### src/rtl/assert_macros.svh
// assertion macros used by the top level rtl file
`ifndef ASSERT_MACROS_SVH
`define ASSERT_MACROS_SVH

// checked on every clock edge outside reset
`define GRO_ASSERT(label, prop, msg) \
  label: assert property (@(posedge clk) disable iff (!rst_n) prop) \
    else $error(msg);

// checked on every clock edge, reset included
`define GRO_ASSERT_ALWAYS(label, prop, msg) \
  label: assert property (@(posedge clk) prop) else $error(msg);

`endif

### src/rtl/gro_pkg.sv
// shared types, codes and helper functions of the grid occupancy allocator
`timescale 1ns / 1ps
`default_nettype none

package gro_pkg;

  // signed working width for corners, sizes and grid bounds
  localparam int CALC_W = 8;
  // widest row word any configuration may use
  localparam int MASK_W = 64;

  typedef logic signed [CALC_W-1:0] calc_t;

  typedef enum logic [1:0] {
    FUNC_TEST   = 2'd0,
    FUNC_OCCUPY = 2'd1,
    FUNC_FREE   = 2'd2,
    FUNC_FIND   = 2'd3
  } func_t;

  localparam logic CFG_GRID_WIDTH  = 1'b0;
  localparam logic CFG_GRID_HEIGHT = 1'b1;

  typedef struct packed {
    logic rd_en;
    logic wr_en;
  } mem_ctl_t;

  function automatic calc_t sext5(logic [4:0] v);
    return {{(CALC_W-5){v[4]}}, v};
  endfunction

  function automatic calc_t zext5(logic [4:0] v);
    return {{(CALC_W-5){1'b0}}, v};
  endfunction

  // bits lo up to but not including hi
  function automatic logic [MASK_W-1:0] span_mask(calc_t lo, calc_t hi);
    logic [MASK_W-1:0] m;
    m = '0;
    for (int i = 0; i < MASK_W; i++) begin
      m[i] = (calc_t'(i) >= lo) && (calc_t'(i) < hi);
    end
    return m;
  endfunction

endpackage

`default_nettype wire

### src/rtl/gro_rowmem.sv
// occupancy row memory with one read and one write port and per-row valid bits
`timescale 1ns / 1ps
`default_nettype none

module gro_rowmem #(
  parameter int MAX_COLS = 16,
  parameter int MAX_ROWS = 16,
  parameter int RAW      = 4
) (
  input  wire logic                 clk,
  input  wire logic                 rst_n,
  input  wire gro_pkg::mem_ctl_t    ctl,
  input  wire logic [RAW-1:0]       rd_addr,
  input  wire logic [RAW-1:0]       wr_addr,
  input  wire logic [MAX_COLS-1:0]  wr_data,
  output logic [MAX_COLS-1:0]       rd_data
);

  logic [MAX_COLS-1:0] mem [MAX_ROWS];
  logic [MAX_ROWS-1:0] row_vld_r;
  logic [MAX_COLS-1:0] rd_data_r;
  logic                rd_vld_r;

  always_ff @(posedge clk) begin
    if (ctl.wr_en) begin
      mem[wr_addr] <= wr_data;
    end
    if (ctl.rd_en) begin
      rd_data_r <= mem[rd_addr];
    end
  end

  // unwritten rows read as free
  always_ff @(posedge clk) begin
    if (!rst_n) begin
      row_vld_r <= '0;
      rd_vld_r  <= 1'b0;
    end else begin
      if (ctl.wr_en) begin
        row_vld_r[wr_addr] <= 1'b1;
      end
      if (ctl.rd_en) begin
        rd_vld_r <= row_vld_r[rd_addr];
      end
    end
  end

  assign rd_data = rd_vld_r ? rd_data_r : '0;

endmodule

`default_nettype wire

### src/rtl/gro_colfit.sv
// first-fit column search of a free window in one merged row word
`timescale 1ns / 1ps
`default_nettype none

module gro_colfit #(
  parameter int MAX_COLS = 16,
  parameter int CXW      = 4
) (
  input  wire logic [MAX_COLS-1:0] acc,
  input  wire gro_pkg::calc_t      size_x,
  input  wire gro_pkg::calc_t      width,
  output logic                     hit,
  output logic [CXW-1:0]           col
);

  logic [MAX_COLS-1:0] ok;

  always_comb begin
    logic [gro_pkg::MASK_W-1:0] win;
    ok = '0;
    for (int x = 0; x < MAX_COLS; x++) begin
      win   = gro_pkg::span_mask(gro_pkg::calc_t'(x), gro_pkg::calc_t'(x) + size_x);
      ok[x] = (gro_pkg::calc_t'(x) + size_x <= width) &&
              ((win[MAX_COLS-1:0] & acc) == '0);
    end
  end

  // lowest fitting column wins
  always_comb begin
    hit = 1'b0;
    col = '0;
    for (int x = MAX_COLS - 1; x >= 0; x--) begin
      if (ok[x]) begin
        hit = 1'b1;
        col = CXW'(x);
      end
    end
  end

endmodule

`default_nettype wire

### src/rtl/grid_rect_occupancy_allocator_top.sv
// top level of the grid rectangle occupancy allocator
`timescale 1ns / 1ps
`default_nettype none
`include "assert_macros.svh"

// sequence: a rejected test or find answers at once, a zero-size test or find
//   goes straight to judging, test scans its rows then judges, occupy or free
//   reads and writes back each clipped row, find scans each candidate row in turn
// throughput: one item at a time, next start taken on the cycle of the result
// pace set by the single read port of the row memory, one row word a cycle while scanning
// reset: grid 16 by 16, all cells free at once through per-row valid bits,
//   no result pending; results cannot be stalled by the receiver
module grid_rect_occupancy_allocator_top #(
  parameter int MAX_COLS = 16,
  parameter int MAX_ROWS = 16
) (
  input  wire logic              clk,
  input  wire logic              rst_n,
  // item channel
  input  wire logic              start,
  output logic                   busy,
  input  wire logic [1:0]        in_func,
  input  wire logic signed [4:0] in_pos_x,
  input  wire logic signed [4:0] in_pos_y,
  input  wire logic [4:0]        in_size_x,
  input  wire logic [4:0]        in_size_y,
  // result channel
  output logic                   out_valid,
  output logic                   out_fits,
  output logic                   out_found,
  output logic [3:0]             out_found_x,
  output logic [3:0]             out_found_y,
  // configuration channel
  input  wire logic              cfg_valid,
  output logic                   cfg_ready,
  input  wire logic              cfg_index,
  input  wire logic [4:0]        cfg_data
);

  localparam int RAW = (MAX_ROWS > 1) ? $clog2(MAX_ROWS) : 1;
  localparam int CXW = (MAX_COLS > 1) ? $clog2(MAX_COLS) : 1;
  localparam gro_pkg::calc_t MAX_COLS_C = gro_pkg::calc_t'(MAX_COLS);
  localparam gro_pkg::calc_t MAX_ROWS_C = gro_pkg::calc_t'(MAX_ROWS);
  localparam gro_pkg::calc_t ONE_C      = gro_pkg::calc_t'(1);
  localparam gro_pkg::calc_t ZERO_C     = gro_pkg::calc_t'(0);

  typedef enum logic [2:0] {
    ST_IDLE,
    ST_SCAN,   // stream row reads, merge returning words
    ST_LAST,   // merge the final returning word
    ST_EVAL,   // judge the merged word
    ST_RD,     // read one row for update
    ST_WR      // write the updated row back
  } state_t;

  state_t              state_r, state_nxt;
  gro_pkg::func_t      func_r, func_nxt;
  gro_pkg::calc_t      sx_r, sx_nxt;
  gro_pkg::calc_t      sy_r, sy_nxt;
  gro_pkg::calc_t      w_r, w_nxt;
  gro_pkg::calc_t      h_r, h_nxt;
  gro_pkg::calc_t      addr_r, addr_nxt;
  gro_pkg::calc_t      cnt_r, cnt_nxt;
  gro_pkg::calc_t      cand_r, cand_nxt;
  logic [MAX_COLS-1:0] mask_r, mask_nxt;
  logic [MAX_COLS-1:0] acc_r, acc_nxt;
  logic                pend_r, pend_nxt;
  logic                out_valid_r, out_valid_nxt;
  logic                out_fits_r, out_fits_nxt;
  logic                out_found_r, out_found_nxt;
  logic [3:0]          out_found_x_r, out_found_x_nxt;
  logic [3:0]          out_found_y_r, out_found_y_nxt;
  logic [4:0]          grid_width_r;
  logic [4:0]          grid_height_r;

  // item fields decoded on acceptance
  gro_pkg::calc_t px, py, sx, sy, w, h, xe, ye, x0, x1, y0, y1;
  logic [gro_pkg::MASK_W-1:0] test_span, write_span;

  // memory side
  gro_pkg::mem_ctl_t   mem_ctl;
  logic [RAW-1:0]      mem_addr;
  logic [MAX_COLS-1:0] mem_wr_data;
  logic [MAX_COLS-1:0] rd_row;
  logic [MAX_COLS-1:0] acc_in;

  // column search
  logic           fit_hit;
  logic [CXW-1:0] fit_col;
  gro_pkg::calc_t fit_col_c;

  assign busy      = (state_r != ST_IDLE);
  assign cfg_ready = 1'b1;

  assign px = gro_pkg::sext5(in_pos_x);
  assign py = gro_pkg::sext5(in_pos_y);
  assign sx = gro_pkg::zext5(in_size_x);
  assign sy = gro_pkg::zext5(in_size_y);
  // grid clipped to the storage
  assign w  = (gro_pkg::zext5(grid_width_r) < MAX_COLS_C) ?
              gro_pkg::zext5(grid_width_r) : MAX_COLS_C;
  assign h  = (gro_pkg::zext5(grid_height_r) < MAX_ROWS_C) ?
              gro_pkg::zext5(grid_height_r) : MAX_ROWS_C;
  assign xe = px + sx;
  assign ye = py + sy;
  // occupy and free skip cells outside the grid
  assign x0 = (px < ZERO_C) ? ZERO_C : px;
  assign x1 = (xe > w) ? w : xe;
  assign y0 = (py < ZERO_C) ? ZERO_C : py;
  assign y1 = (ye > h) ? h : ye;

  assign test_span  = gro_pkg::span_mask(px, xe);
  assign write_span = gro_pkg::span_mask(x0, x1);

  assign acc_in      = acc_r | (pend_r ? rd_row : '0);
  assign mem_addr    = addr_r[RAW-1:0];
  assign mem_wr_data = (func_r == gro_pkg::FUNC_OCCUPY) ? (rd_row | mask_r)
                                                        : (rd_row & ~mask_r);
  assign fit_col_c   = gro_pkg::calc_t'(fit_col);

  gro_rowmem #(
    .MAX_COLS (MAX_COLS),
    .MAX_ROWS (MAX_ROWS),
    .RAW      (RAW)
  ) u_rowmem (
    .clk     (clk),
    .rst_n   (rst_n),
    .ctl     (mem_ctl),
    .rd_addr (mem_addr),
    .wr_addr (mem_addr),
    .wr_data (mem_wr_data),
    .rd_data (rd_row)
  );

  gro_colfit #(
    .MAX_COLS (MAX_COLS),
    .CXW      (CXW)
  ) u_colfit (
    .acc    (acc_r),
    .size_x (sx_r),
    .width  (w_r),
    .hit    (fit_hit),
    .col    (fit_col)
  );

  always_comb begin
    state_nxt       = state_r;
    func_nxt        = func_r;
    sx_nxt          = sx_r;
    sy_nxt          = sy_r;
    w_nxt           = w_r;
    h_nxt           = h_r;
    addr_nxt        = addr_r;
    cnt_nxt         = cnt_r;
    cand_nxt        = cand_r;
    mask_nxt        = mask_r;
    acc_nxt         = acc_r;
    pend_nxt        = 1'b0;
    out_valid_nxt   = 1'b0;
    out_fits_nxt    = out_fits_r;
    out_found_nxt   = out_found_r;
    out_found_x_nxt = out_found_x_r;
    out_found_y_nxt = out_found_y_r;
    mem_ctl         = '0;

    case (state_r)
      ST_IDLE: begin
        if (start) begin
          func_nxt        = gro_pkg::func_t'(in_func);
          sx_nxt          = sx;
          sy_nxt          = sy;
          w_nxt           = w;
          h_nxt           = h;
          acc_nxt         = '0;
          cand_nxt        = '0;
          out_fits_nxt    = 1'b0;
          out_found_nxt   = 1'b0;
          out_found_x_nxt = '0;
          out_found_y_nxt = '0;
          case (gro_pkg::func_t'(in_func))
            gro_pkg::FUNC_TEST: begin
              mask_nxt = test_span[MAX_COLS-1:0];
              addr_nxt = py;
              cnt_nxt  = sy;
              if (px < ZERO_C || py < ZERO_C || xe > w || ye > h) begin
                out_valid_nxt = 1'b1;
              end else if (sy == '0) begin
                state_nxt = ST_EVAL;
              end else begin
                state_nxt = ST_SCAN;
              end
            end
            gro_pkg::FUNC_OCCUPY, gro_pkg::FUNC_FREE: begin
              mask_nxt = write_span[MAX_COLS-1:0];
              addr_nxt = y0;
              cnt_nxt  = y1 - y0;
              if (y0 >= y1) begin
                out_valid_nxt = 1'b1;
              end else begin
                state_nxt = ST_RD;
              end
            end
            default: begin
              // find, first candidate row is the top one
              addr_nxt = '0;
              cnt_nxt  = sy;
              if (sx > w || sy > h) begin
                out_valid_nxt = 1'b1;
              end else if (sy == '0) begin
                state_nxt = ST_EVAL;
              end else begin
                state_nxt = ST_SCAN;
              end
            end
          endcase
        end
      end

      ST_SCAN: begin
        mem_ctl.rd_en = 1'b1;
        pend_nxt      = 1'b1;
        acc_nxt       = acc_in;
        addr_nxt      = addr_r + ONE_C;
        cnt_nxt       = cnt_r - ONE_C;
        if (cnt_r == ONE_C) begin
          state_nxt = ST_LAST;
        end
      end

      ST_LAST: begin
        acc_nxt   = acc_in;
        state_nxt = ST_EVAL;
      end

      ST_EVAL: begin
        case (func_r)
          gro_pkg::FUNC_TEST: begin
            out_fits_nxt  = ((acc_r & mask_r) == '0);
            out_valid_nxt = 1'b1;
            state_nxt     = ST_IDLE;
          end
          default: begin
            if (fit_hit) begin
              out_found_nxt   = 1'b1;
              out_found_x_nxt = fit_col_c[3:0];
              out_found_y_nxt = cand_r[3:0];
              out_valid_nxt   = 1'b1;
              state_nxt       = ST_IDLE;
            end else if (cand_r + ONE_C + sy_r <= h_r) begin
              // slide the window one row down and merge again
              cand_nxt  = cand_r + ONE_C;
              addr_nxt  = cand_r + ONE_C;
              cnt_nxt   = sy_r;
              acc_nxt   = '0;
              state_nxt = ST_SCAN;
            end else begin
              out_valid_nxt = 1'b1;
              state_nxt     = ST_IDLE;
            end
          end
        endcase
      end

      ST_RD: begin
        mem_ctl.rd_en = 1'b1;
        state_nxt     = ST_WR;
      end

      ST_WR: begin
        mem_ctl.wr_en = 1'b1;
        addr_nxt      = addr_r + ONE_C;
        cnt_nxt       = cnt_r - ONE_C;
        if (cnt_r == ONE_C) begin
          out_valid_nxt = 1'b1;
          state_nxt     = ST_IDLE;
        end else begin
          state_nxt = ST_RD;
        end
      end

      default: begin
        state_nxt = ST_IDLE;
      end
    endcase
  end

  always_ff @(posedge clk) begin
    if (!rst_n) begin
      state_r       <= ST_IDLE;
      pend_r        <= 1'b0;
      out_valid_r   <= 1'b0;
      grid_width_r  <= 5'd16;
      grid_height_r <= 5'd16;
    end else begin
      state_r       <= state_nxt;
      pend_r        <= pend_nxt;
      out_valid_r   <= out_valid_nxt;
      func_r        <= func_nxt;
      sx_r          <= sx_nxt;
      sy_r          <= sy_nxt;
      w_r           <= w_nxt;
      h_r           <= h_nxt;
      addr_r        <= addr_nxt;
      cnt_r         <= cnt_nxt;
      cand_r        <= cand_nxt;
      mask_r        <= mask_nxt;
      acc_r         <= acc_nxt;
      out_fits_r    <= out_fits_nxt;
      out_found_r   <= out_found_nxt;
      out_found_x_r <= out_found_x_nxt;
      out_found_y_r <= out_found_y_nxt;
      if (cfg_valid && cfg_ready) begin
        case (cfg_index)
          gro_pkg::CFG_GRID_WIDTH:  grid_width_r  <= cfg_data;
          gro_pkg::CFG_GRID_HEIGHT: grid_height_r <= cfg_data;
          default: begin
          end
        endcase
      end
    end
  end

  assign out_valid   = out_valid_r;
  assign out_fits    = out_fits_r;
  assign out_found   = out_found_r;
  assign out_found_x = out_found_x_r;
  assign out_found_y = out_found_y_r;

  // an accepted item either answers at once or keeps the block busy
  `GRO_ASSERT(a_accept_progress, start && !busy |=> busy || out_valid, "item lost")
  // a result is only shown once the sequencer is back at rest
  `GRO_ASSERT(a_result_idle, out_valid |-> !busy, "result while busy")
  // the row memory is never read while it is being written
  `GRO_ASSERT(a_mem_port, mem_ctl.wr_en |-> !mem_ctl.rd_en, "read during write")
  // a result without a found position reports the origin
  `GRO_ASSERT(a_notfound_zero,
    out_valid && !out_found |-> out_found_x == '0 && out_found_y == '0,
    "not-found result carries a position")
  // reset leaves no result and an idle sequencer
  `GRO_ASSERT_ALWAYS(a_reset_idle, !rst_n |=> !out_valid && !busy, "reset not clean")

endmodule

`default_nettype wire
### config.mk
export PLATFORM = sky130hd
export DESIGN_NAME = grid_rect_occupancy_allocator_top
export DESIGN_NICKNAME = d
export VERILOG_FILES = /design/src/rtl/gro_pkg.sv /design/src/rtl/gro_rowmem.sv /design/src/rtl/gro_colfit.sv /design/src/rtl/grid_rect_occupancy_allocator_top.sv
export VERILOG_INCLUDE_DIRS = /design/src /design/src/rtl
export SDC_FILE = /design/constraint.sdc
export NUM_CORES = 1
export LEC_CHECK = 0
export BUFFER_PORTS_ARGS = -buffer_cell sky130_fd_sc_hd__buf_2
export CORE_ASPECT_RATIO = 1.75
export CORE_MARGIN = 1
export CORE_UTILIZATION = 30
export CTS_CLUSTER_SIZE = 30
export DETAILED_ROUTE_END_ITERATION = 12
export PLACE_DENSITY = 0.55
export SLEW_MARGIN = 5
export SYNTH_ARGS = -nofsm -noshare
export SYNTH_HDL_FRONTEND = slang
export SYNTH_SLANG_ARGS = --single-unit
### constraint.sdc
create_clock -name clk -period 6.67 [get_ports clk]
set_input_delay 0.3335 -clock clk [delete_from_list [all_inputs] [get_ports clk]]
set_output_delay 0.3335 -clock clk [all_outputs]
set_load 0.05 [all_outputs]
# Yosys cells after proc, flatten, opt, wreduce, memory -nomap -nowiden
# Memory sizes are Yosys's and may differ from the RTL's. A register that Yosys moved wholly into a read port is not among the register bits.
# Index checks and enable logic that the tools add are counted.
[totals]
wordCells = 512
in_bits = 32
n_memories = 1
output_inout_bits = 13
ff_bits = 126
ram_bits = 256
[memory_table]
columns = ["memory", "depth", "word_bits", "rd", "rd_ports_with_merged_regs", "write_ports", "line_no", "rtl"]
rows = [
  ["u_rowmem.mem", 16, 16, 1, 1, 1, "gro_rowmem.sv:19", "logic [MAX_COLS-1:0] mem [MAX_ROWS];"],
]
[op_classes]
order_cmp = 228
reduce_logical = 93
add_sub_neg = 22
muxes = 105
n_eq_ne = 19
bitwise = 23
[ops]
columns = ["operator", "count"]
rows = [
  ["$lt A5 B8 Y1 const A", 98],
  ["$and A16 B16 Y16", 18],
  ["$logic_not A16 Y1", 17],
  ["$lt A4 B8 Y1 const A", 26],
  ["$mux W16", 7],
  ["$mux W8", 14],
  ["$le A8 B8 Y1", 12],
  ["$mux W4", 21],
  ["$ge A5 B8 Y1 const A", 8],
  ["$lt A3 B8 Y1 const A", 7],
  ["$lt A5 B7 Y1 const A", 8],
  ["$logic_and A1 B1 Y1", 49],
  ["$add A4 B5 Y6 const A", 8],
  ["$or A16 B16 Y16", 3],
  ["$pmux W16 S3", 1],
  ["$pmux W8 S3", 2],
  ["$ge A5 B5 Y1 const A", 8],
  ["$lt A4 B5 Y1 const A", 8],
  ["$mux W1", 38],
  ["$ge A4 B8 Y1 const A", 4],
  ["$le A7 B8 Y1", 4],
  ["$pmux W16 S2", 1],
  ["$pmux W8 S2", 2],
  ["$lt A4 B7 Y1 const A", 4],
  ["65 further kinds", 122],
]

# Longest topological paths before layout
# Gate-level depths: netlist (run 1).
[depth]
ltp_word = 24
ltp_mapped = 25
depth_no_buf = 25

# By module
# A second synthesis (run 1) with hierarchy kept.
[hier_totals]
cells_unflattened = 1959
area_unflattened_um2 = 23495.0
[by_module_without_submodules]
columns = ["module", "seq_area_each_um2", "instances", "area_each_um2", "cells_per_inst"]
rows = [
  ["gro_rowmem", 8508.2, 1, 10920.5, 463],
  ["grid_rect_occupancy_allocator_top", 2822.7, 1, 6990.5, 723],
  ["gro_colfit", 0.0, 1, 5584.1, 773],
]

# Least setup slack after synthesis (run 1)
# No wires, ideal clock.
[synth_timing]
path_type = "reg2reg"
from = "reg sx_r[2]"
to = "reg addr_r[0], enable pin"
t_arrival_ns = 4.374
setup_ns = 0.400
n_path_buf = 1
path_stages_with_launch = 17
path_slack_ns = 1.896
path_cell_list = "edfxtp_1 buf_4 inv_1 ha_1 a21boi_0 xnor2_1 inv_1 ha_1 nand2_1 nor2_1 a21oi_1 a221oi_1 nor4_4 nand4b_1 nor4b_4 nand3_2 o31ai_1"
[synth_between]
elab_chain_cells = 23
[synth_lines]
columns = ["element", "line_no", "rtl"]
rows = [
  ["start, declared", "grid_rect_occupancy_allocator_top.sv:58", "gro_pkg::calc_t sx_r, sx_nxt;"],
  ["start signal, assigned", "grid_rect_occupancy_allocator_top.sv:299", "sx_r <= sx_nxt;"],
  ["$add A4 B5 Y6", "gro_colfit.sv:22, gro_colfit.sv:23", ""],
  ["$lt A5 B8 Y1", "gro_pkg.sv:42", "m[i] = (calc_t'(i) >= lo) && (calc_t'(i) < hi);"],
  ["$and A16 B16 Y16", "gro_colfit.sv:24", "((win[MAX_COLS-1:0] & acc) == '0);"],
  ["$logic_not A16 Y1", "gro_colfit.sv:24", ""],
  ["$logic_and A1 B1 Y1", "gro_colfit.sv:23", "ok[x] = (gro_pkg::calc_t'(x) + size_x <= width) &&"],
  ["$mux W1 (15 in series)", "gro_colfit.sv:33", "if (ok[x]) begin"],
  ["$mux W1 *", "gro_colfit.sv:33", ""],
  ["$ne A2 B2 Y1 (no line) *", "n/a", ""],
  ["$reduce_and A6 Y1 (no line) *", "n/a", ""],
  ["end signal, assigned", "grid_rect_occupancy_allocator_top.sv:303", "addr_r <= addr_nxt;"],
  ["end, declared", "grid_rect_occupancy_allocator_top.sv:62", "gro_pkg::calc_t addr_r, addr_nxt;"],
]
# Mark *: on every way between the ends. The rest lies on a longest branch, timed or not.
# A chain may end at the register's enable or synchronous reset.

# Worst setup path in the final report (run 1)
[layout_timing]
from = "reg sx_r[1]"
to = "reg acc_r[4], enable pin"
[layout_between]
elab_chain_cells = 23
[layout_lines]
columns = ["element", "line_no", "rtl"]
rows = [
  ["$add A4 B5 Y6", "gro_colfit.sv:22, gro_colfit.sv:23", ""],
  ["$lt A5 B8 Y1", "gro_pkg.sv:42", ""],
  ["$and A16 B16 Y16", "gro_colfit.sv:24", ""],
  ["$logic_not A16 Y1", "gro_colfit.sv:24", ""],
  ["$logic_and A1 B1 Y1", "gro_colfit.sv:23", ""],
  ["$mux W1 (15 in series)", "gro_colfit.sv:33", ""],
  ["$mux W1 *", "gro_colfit.sv:33", ""],
  ["$ne A2 B2 Y1 (no line) *", "n/a", ""],
  ["$reduce_and A6 Y1 (no line) *", "n/a", ""],
  ["end signal, assigned", "grid_rect_occupancy_allocator_top.sv:307", "acc_r <= acc_nxt;"],
  ["end, declared", "grid_rect_occupancy_allocator_top.sv:66", "logic [MAX_COLS-1:0] acc_r, acc_nxt;"],
]
# Marks and branches as above.

==> summary.txt, run 1 <==
Setup path
  • Setup crit start: sx_r[1]
  • End point of the critical path: acc_r[4]
  • End of the worst register-to-register path: acc_r[4]
  • Critical path endpoint category: flip-flop
  • Crit path arrival time: between 5 and 6 ns
  • Kind of launch point of the worst setup path: flip-flop
  • Crit-path max FO: 17
  • Worst-case register-to-register setup slack: 1.72 ns
  • Launching point of the worst reg2reg path: sx_r[1]
  • Reg2Reg Depth: 17
  • WP data required: roughly 6.9 ns
  • Setup Crit Path Kind: flip-flop to flip-flop

Detailed routing
  • Post-DR wirelength/cell: 23.8 µm
  • Routed length on met3: 2150 µm
  • Via-to-Cell Ratio: 5.40
  • Count of vias placed by the detailed router: ~14000
  • Post-detailed-routing wire length: 63300 µm
  • Number of iterations in the first detailed-routing pass: 7
  • Final antenna-violating net count: 0
  • Wire length on met1: 22500 µm
  • Top routing layer used: met4
  • Routed wire length on met2: 35000 µm
  • DRC errors left: 0
  • Starting DRT DRC Count: roughly 950

Layout
  • Number of diodes: 0
  • Number of fillers in the final layout: 6814
  • Area growth syn-to-layout: 12.1%
  • Share of cells above drive strength 1: 15.5%
  • Total Nets Final: 1884

Synthesis
  • Adder-cell area share of the yosys netlist: just under 8%
  • Average footprint of a synthesized cell: ~13 µm²
  • Async set-or-reset flop fraction in the synthesized netlist: 0%
  • Most used DFF post-synth: edfxtp_1
  • Multiplexer share of the synthesized area: a little under 10%
  • Number of library cell types mapped by synthesis: 94
  • Compound-Gate Fraction of Synth Area: between 10% and 20%
  • Post-synth net total: 1835
  • Top cells by instance count after synthesis: edfxtp_1, nand2_1, ha_1, a21oi_1, nor2_1
  • Cell with the most instances after synthesis: edfxtp_1
  • Simple-gate share of the synthesized area: between 10% and 20%
  • Fraction of synthesized cell area taken by the top area cell type: 50.7%
  • Ranking of synthesized cells by area: edfxtp_1, mux4_2, ha_1
  • Sequential cell area fraction in the yosys report: 53.7%
  • Warning count from the yosys run: 0
  • Xor/xnor share of the synthesized area: 2.40%
  • Count of state elements after synthesis: 388
  • Number of synthesized flops with an enable pin: 356
  • Cell accounting for the most synthesized area: edfxtp_1
  • Post-Syn Instances: around 1700
  • Post-Syn Area: 0.0211 mm²
  • Main combinational cell family by area after synthesis: compound AO/OA/AOI/OAI gates

Timing
  • Post-layout minimum cycle time: around 5 ns
  • RSZ-0062 raised after global routing: no
  • Worst-case clock skew: 0.0158 ns
  • Setup-violating endpoint count in the final report: 0
  • Share of the clock period used by the worst path after layout: 74.2%
  • Total count of hold-check failures in the final report: 0
  • Relative slew slack: 24.9%
  • Timing-limited maximum frequency: between 200 and 250 MHz
  • Worst-Margin Slew: between 1 and 1.5 ns
  • Number of pins with negative max-slew slack in the final report: 0
  • Total negative setup slack: 0 ns

Clocking
  • Num CTS Buffers: 35
  • Number of buffers inserted by hold repair at cts: 0
  • Clock transition at the registers of the reported paths: 0.07 ns
  • Htree depth: 2
  • Maximum buffer depth of the clock tree: 3
  • Clock tree from TritonCTS: yes
  • Skew-Pair Late Insertion Delay: 0.54 ns
  • Root cell of the clock tree: clkbuf_16
  • Count of clock tree sinks: 388
  • Count of buffers added by post-CTS timing repair for setup: 0
  • Count of cells resized by post-cts repair: 0

Global routing
  • GRT Total Usage: 17.6%
  • Largest net degree at the start of global routing: 59
  • Antenna violations before repair: 0
  • Sum of overflow across all layers after global routing: 0
  • Number of global-route vias before repair: 15100
  • Global-route wire length before repair: 94400 µm

Floorplan
  • Die Area: 0.0714 mm²
  • # IOs: 45
  • Chip width: 202 µm
  • Num rows: 128
  • Std-Cell Core Area: 0.0695 mm²
  • Initial Util: between 30% and 40%
  • Die span in y: ~350 µm

Placement
  • IO Port Bufs: 43
  • HPWL after detailed placement: 45500 µm
  • Weighted congestion reported at the end of routability-driven placement: 0.978

Job
  • Max-cap check violation count: 0

Power and ir drop
  • Leakage power total: 8.29 nW
  • Power density cells: 270 mW/mm²
  • Post-layout total power: 6.39 mW
  • Peak VDD IR: between 0.15 and 0.2 mV

Run status
  • Outcome: complete, no violations

Worst hold path
  • Path class of the lowest-slack min-delay path: primary input to flip-flop
  • Hold_sp: in_func[1]
through the flow:
step	hold WS, ns	worst slack (ns)	cells	utilization, %	area (µm²)
2_1_floorplan	0.432	1.90	1675	-	21100
3_3_place_gp	0.443	1.66	2597	32.4	22600
3_5_place_dp	0.450	1.52	2597	32.4	22600
4_1_cts	0.0385	1.73	2660	34.0	23600
5_1_grt	0.0490	1.41	2660	34.0	23600
6_report	0.0672	1.72	2660	34.0	23600
sequential cells by signal, indices dropped and copies added, names as in the netlist, 8 cells and up:
| name | count |
|---|---|
| mask_r | 16 |
| u_rowmem.mem | 256 |
| cand_r | 8 |
| u_rowmem.row_vld_r | 16 |
| u_rowmem.rd_data_r | 16 |
| cnt_r | 8 |
| acc_r | 16 |
layout by cell type, fill, tap and decap left out, drive strengths merged, types with 11 or more instances in the layout:
| cell | synthesis | routed |
|---|---|---|
| a211oi | 18 | 18 |
| a21boi | 11 | 11 |
| a21o | 16 | 16 |
| a21oi | 104 | 104 |
| a22oi | 16 | 16 |
| a31oi | 18 | 18 |
| buf | 30 | 89 |
| clkbuf | 47 | 52 |
| dfxtp | 32 | 32 |
| edfxtp | 356 | 356 |
| ha | 123 | 123 |
| inv | 86 | 88 |
| mux4 | 85 | 85 |
| nand2 | 132 | 132 |
| nand2b | 25 | 25 |
| nand3 | 34 | 34 |
| nor2 | 103 | 103 |
| nor2b | 31 | 31 |
| nor3 | 37 | 37 |
| o211ai | 11 | 11 |
| o21a | 28 | 28 |
| o21ai | 85 | 85 |
| o22ai | 18 | 18 |
| o31ai | 11 | 11 |
| xnor2 | 33 | 33 |
| xor2 | 17 | 17 |
layout make-up:
| type | instances | area, µm² | share of cell area (%) |
|---|---|---|---|
| Clock buffer | 52 | 1020 | 4.31 |
| Inverter | 86 | 323 | 1.37 |
| Sequential cell | 388 | 11300 | 47.9 |
| Clock inverter | 11 | 75.1 | 0.317 |
| Timing Repair Buffer | 89 | 561 | 2.37 |
| Multi-Input combinational cell | 1124 | 9200 | 38.9 |
| Tap cell | 910 | 1140 | 4.82 |
layer usage:
layer,up-vias,GRT usage (%)
met1,7208,18.2
met5,-,0
met3,159,1.72
met4,0,9.82
met2,439,34.0
li1,6554,-
critical path: stages (launching register included):
cell	delay, ns
edfxtp_1	0.35
buf_4	0.21
inv_1	0.30
ha_1	0.37
a21boi_0	0.54
xnor2_1	0.25
inv_1	0.08
ha_1	0.27
nand2_1	0.09
nor2_1	0.05
a21oi_1	0.11
a221oi_1	0.15
nor4_4	0.40
nand4b_1	0.26
nor4b_4	0.43
nand3_2	0.16
a311oi_2	0.30
buf_4	0.29
logic make-up (layout without fill, tap and decap cells):
group | Yosys count | in the layout
AOI/OAI and AO/OA | 414 | 414
xor gates and xnor gates | 50 | 50
adders and majority gates | 128 | 128
buffers and inverters | 163 | 238
DFF | 388 | 388
muxes | 96 | 96
other | 1 | 1
and+or+nand+nor | 435 | 435
report_power, final:
group / internal [mW] / total [mW] / switching [mW]
Sequential: 2.78 / 2.90 / 0.120
Clock: 1.07 / 1.96 / 0.893
Combinational: 0.595 / 1.52 / 0.921
Total: 4.45 / 6.39 / 1.93
worst min-delay path by stage:
stage / cells past startpoint / slack, ns / to
6_report: 1 / 0.07 / func_r[1]
5_1_grt: 1 / 0.05 / sx_r[3]
4_1_cts: 1 / 0.04 / sx_r[3]
3_5_place_dp: 1 / 0.45 / u_rowmem.row_vld_r[14]
3_3_place_gp: 1 / 0.44 / u_rowmem.row_vld_r[13]
2_1_floorplan: 0 / 0.43 / func_r[0]
No activity file was read; power rests on OpenSTA's default activity.
==> inputs of run 2 (changes only) <==
--- a/config.mk
+++ b/config.mk
@@ -6,6 +6,7 @@
 export SDC_FILE = /design/constraint.sdc
 export NUM_CORES = 1
 export LEC_CHECK = 0
+export ABC_AREA = 1
 export BUFFER_PORTS_ARGS = -buffer_cell sky130_fd_sc_hd__buf_2
 export CORE_ASPECT_RATIO = 1.75
 export CORE_MARGIN = 1
==> constraint.sdc (replaced) <==
create_clock -name clk -period 4.7 [get_ports clk]
set_input_delay 0.235 -clock clk [delete_from_list [all_inputs] [get_ports clk]]
set_output_delay 0.235 -clock clk [all_outputs]
set_load 0.05 [all_outputs]
==> summary.txt, run 2 <==
Clocking
  • Maximum buffer depth of the clock tree: 3
  • Clock tree from TritonCTS: yes
  • Num CTS Buffers: 38
  • Htree depth: 2
  • Skew-Pair Late Insertion Delay: 0.58 ns
  • Root cell of the clock tree: clkbuf_16
  • Count of clock tree sinks: slightly below 400
  • Clock transition at the registers of the reported paths: 0.06 ns

Detailed routing
  • Number of iterations in the first detailed-routing pass: 5
  • Starting DRT DRC Count: 1269
  • Post-DR wirelength/cell: 20.2 µm
  • Final antenna-violating net count: 0
  • Count of vias placed by the detailed router: between 15000 and 20000
  • Via-to-Cell Ratio: between 5 and 6
  • Post-detailed-routing wire length: 68400 µm
  • DRC errors left: 0

Setup path
  • Critical path endpoint category: flip-flop
  • Cell with the most instances on the worst path: nand2_1
  • WP data required: between 4 and 5 ns
  • Crit path max-delay cell type: edfxtp_1
  • Crit-path max FO: 16
  • Kind of launch point of the worst setup path: flip-flop
  • Setup Crit Path Kind: flip-flop to flip-flop
  • Worst path bufs/invs: 4
  • Critical-path cell list: inv_2 > ha_1 > nand2_1 > nand2_2 > xor2_4 > inv_1 > ha_1 > nand2_1 > inv_1 > nand2_1 > nand2_1 > nand2_1 > nand2_2 > nand2_1 > nor2_2 > nand4_1 > nor2_2 > nand3_2 > nand2_2 > nand2_2 > nor2_1 > buf_4
  • Critical path's top delay family: simple AND/OR/NAND/NOR gates
  • Crit path arrival time: 4.60 ns
  • Delay of the slowest cell on the worst path: 0.81 ns

Floorplan
  • Chip width: roughly 200 µm
  • Std-Cell Core Area: 0.0710 mm²
  • Die span in y: approximately 360 µm
  • # IOs: 45
  • Die Area: 0.0731 mm²
  • Initial Util: 30.4%
  • Num rows: 129

Worst hold path
  • Path class of the lowest-slack min-delay path: primary input to flip-flop

Placement
  • HPWL after detailed placement: just under 50000 µm
  • Number of placed instances, taps included: 3291
  • IO Port Bufs: between 40 and 50
  • Cell area after placement: roughly 0.023 mm²
  • Weighted congestion reported at the end of routability-driven placement: between 0.9 and 1
  • Pre-CTS worst setup slack: 0.382 ns

Timing
  • Total count of hold-check failures in the final report: 0
  • Total negative setup slack: 0 ns
  • Worst-case clock skew: 0.0426 ns
  • Final Hold Slack: 0.0409 ns
  • Post-layout minimum cycle time: 4.37 ns
  • Number of pins with negative max-slew slack in the final report: 0
  • Worst-Margin Slew: 1.14 ns
  • RSZ-0062 raised after global routing: no
  • Setup-violating endpoint count in the final report: 0
  • Timing-limited maximum frequency: 229 MHz
  • Share of the clock period used by the worst path after layout: 93.0%
  • Relative slew slack: 23.9%
  • Fin worst setup slack: 0.328 ns

Layout
  • Non-filler cells in the finished layout: 3380
  • Register ranked first by flip-flop count: u_rowmem.mem
  • Final std cell area, no fill: 0.0246 mm²
  • Most common cell after layout, fill and taps aside: nand2_1
  • Number of flip-flops under the largest register name: 256
  • Number of diodes: 0
  • Most frequent cells in the layout: nand2_1, edfxtp_1, nor2_1
  • Total Nets Final: 2594
  • Final core utilization: 34.6%
  • Area growth syn-to-layout: 13.9%
  • Share of cells above drive strength 1: 9.50%

Synthesis
  • Sequential cell area fraction in the yosys report: a little over half
  • Cell accounting for the most synthesized area: edfxtp_1
  • Number of library cell types mapped by synthesis: 64
  • Average footprint of a synthesized cell: around 9.2 µm²
  • Post-Syn Instances: ~2400
  • Fraction of synthesized cell area taken by the top area cell type: 49.5%
  • Post-Syn Area: 0.0216 mm²
  • Number of synthesized flops with an enable pin: 356
  • Cell with the most instances after synthesis: nand2_1
  • Async set-or-reset flop fraction in the synthesized netlist: 0%
  • Top cells by instance count after synthesis: nand2_1, edfxtp_1, nor2_1, o21ai_0, inv_1
  • Post-synth net total: 2514
  • Most used DFF post-synth: edfxtp_1
  • Warning count from the yosys run: 0
  • Count of state elements after synthesis: 388
  • Ranking of synthesized cells by area: edfxtp_1, nand2_1, ha_1

Run status
  • Outcome: complete, no violations

Job
  • Max-cap check violation count: 0

Power and ir drop
  • Power density cells: between 400 and 500 mW/mm²
  • Post-layout total power: between 10 and 15 mW
  • Leakage power total: around 10 nW
  • Peak VDD IR: 0.197 mV

Global routing
  • Antenna violations before repair: 0
  • Global-route wire length before repair: 103000 µm
  • GRT Total Usage: 18.7%
  • Largest net degree at the start of global routing: 86
  • Number of global-route vias before repair: between 15000 and 20000
  • Sum of overflow across all layers after global routing: 0
run 2: changes by cell type after synthesis, sizes merged, moves of 39 or more:
cell,delta
nand3,+74
o21ai,+199
nand4,+39
mux4,-85
inv,+159
nor2,+221
nand2,+307
o22ai,+55
run 2: final cells by class:
class	count	area, µm²
tap	917	1150
clock buffer	42	976
timing repair buffer	119	836
sequential	388	11300
clock inverter	27	299
fill	7208	46400
inverter	248	938
multi-input combinational	1639	9060
run 2: worst paths after layout:
path / end / slack [ns] / cells after the start / start
min: grid_height_r[0] / 0.04 / 3 / cfg_valid
max: acc_r[1] / 0.33 / 22 / sx_r[2]
min reg2reg: u_rowmem.row_vld_r[10] / 0.46 / 2 / u_rowmem.row_vld_r[10]
max reg2reg: acc_r[1] / 0.33 / 22 / sx_r[2]
run 2: routing by layer:
metal	GRT usage (%)	vias to the layer above	wire [µm]
li1	-	8311	-
met1	19.4	8326	24900
met2	35.9	553	37000
met3	1.84	166	2670
met4	10.7	0	3880
met5	0	-	0
run 2: logic make-up (layout without fill, tap and decap cells):
logic type	Yosys count	in the layout	synth area share, %
and+or+nand+nor	946	946	18.4
adders and majority gates	128	128	7.59
xor gates and xnor gates	33	33	1.65
AOI/OAI and AO/OA	531	531	13.9
other	1	1	0.0174
buffers and inverters	327	436	5.90
DFF	388	388	52.5
run 2: what timing repair did:
| action | CTS | global route |
|---|---|---|
| setup endpoints to repair | 0 | 2 |
| endpoints found under the hold margin | 22 | 0 |
| gates resized for setup | 0 | 2 |
| setup buffers | 0 | 0 |
| hold buffers | 20 | 0 |
run 2: report_power, final:
group	internal (mW)	switching [mW]
clock	1.80	1.38
combinational	0.885	2.00
sequential	4.08	0.198
run 2: worst reg2reg max path, cell delays in order (launching register included):
cell,delay [ns]
edfxtp_1,0.81
inv_2,0.32
ha_1,0.32
nand2_1,0.10
nand2_2,0.12
xor2_4,0.26
inv_1,0.07
ha_1,0.27
nand2_1,0.05
inv_1,0.06
nand2_1,0.05
nand2_1,0.05
nand2_1,0.06
nand2_2,0.16
nand2_1,0.09
nor2_2,0.11
nand4_1,0.16
nor2_2,0.26
nand3_2,0.10
nand2_2,0.09
nand2_2,0.10
nor2_1,0.12
buf_4,0.26
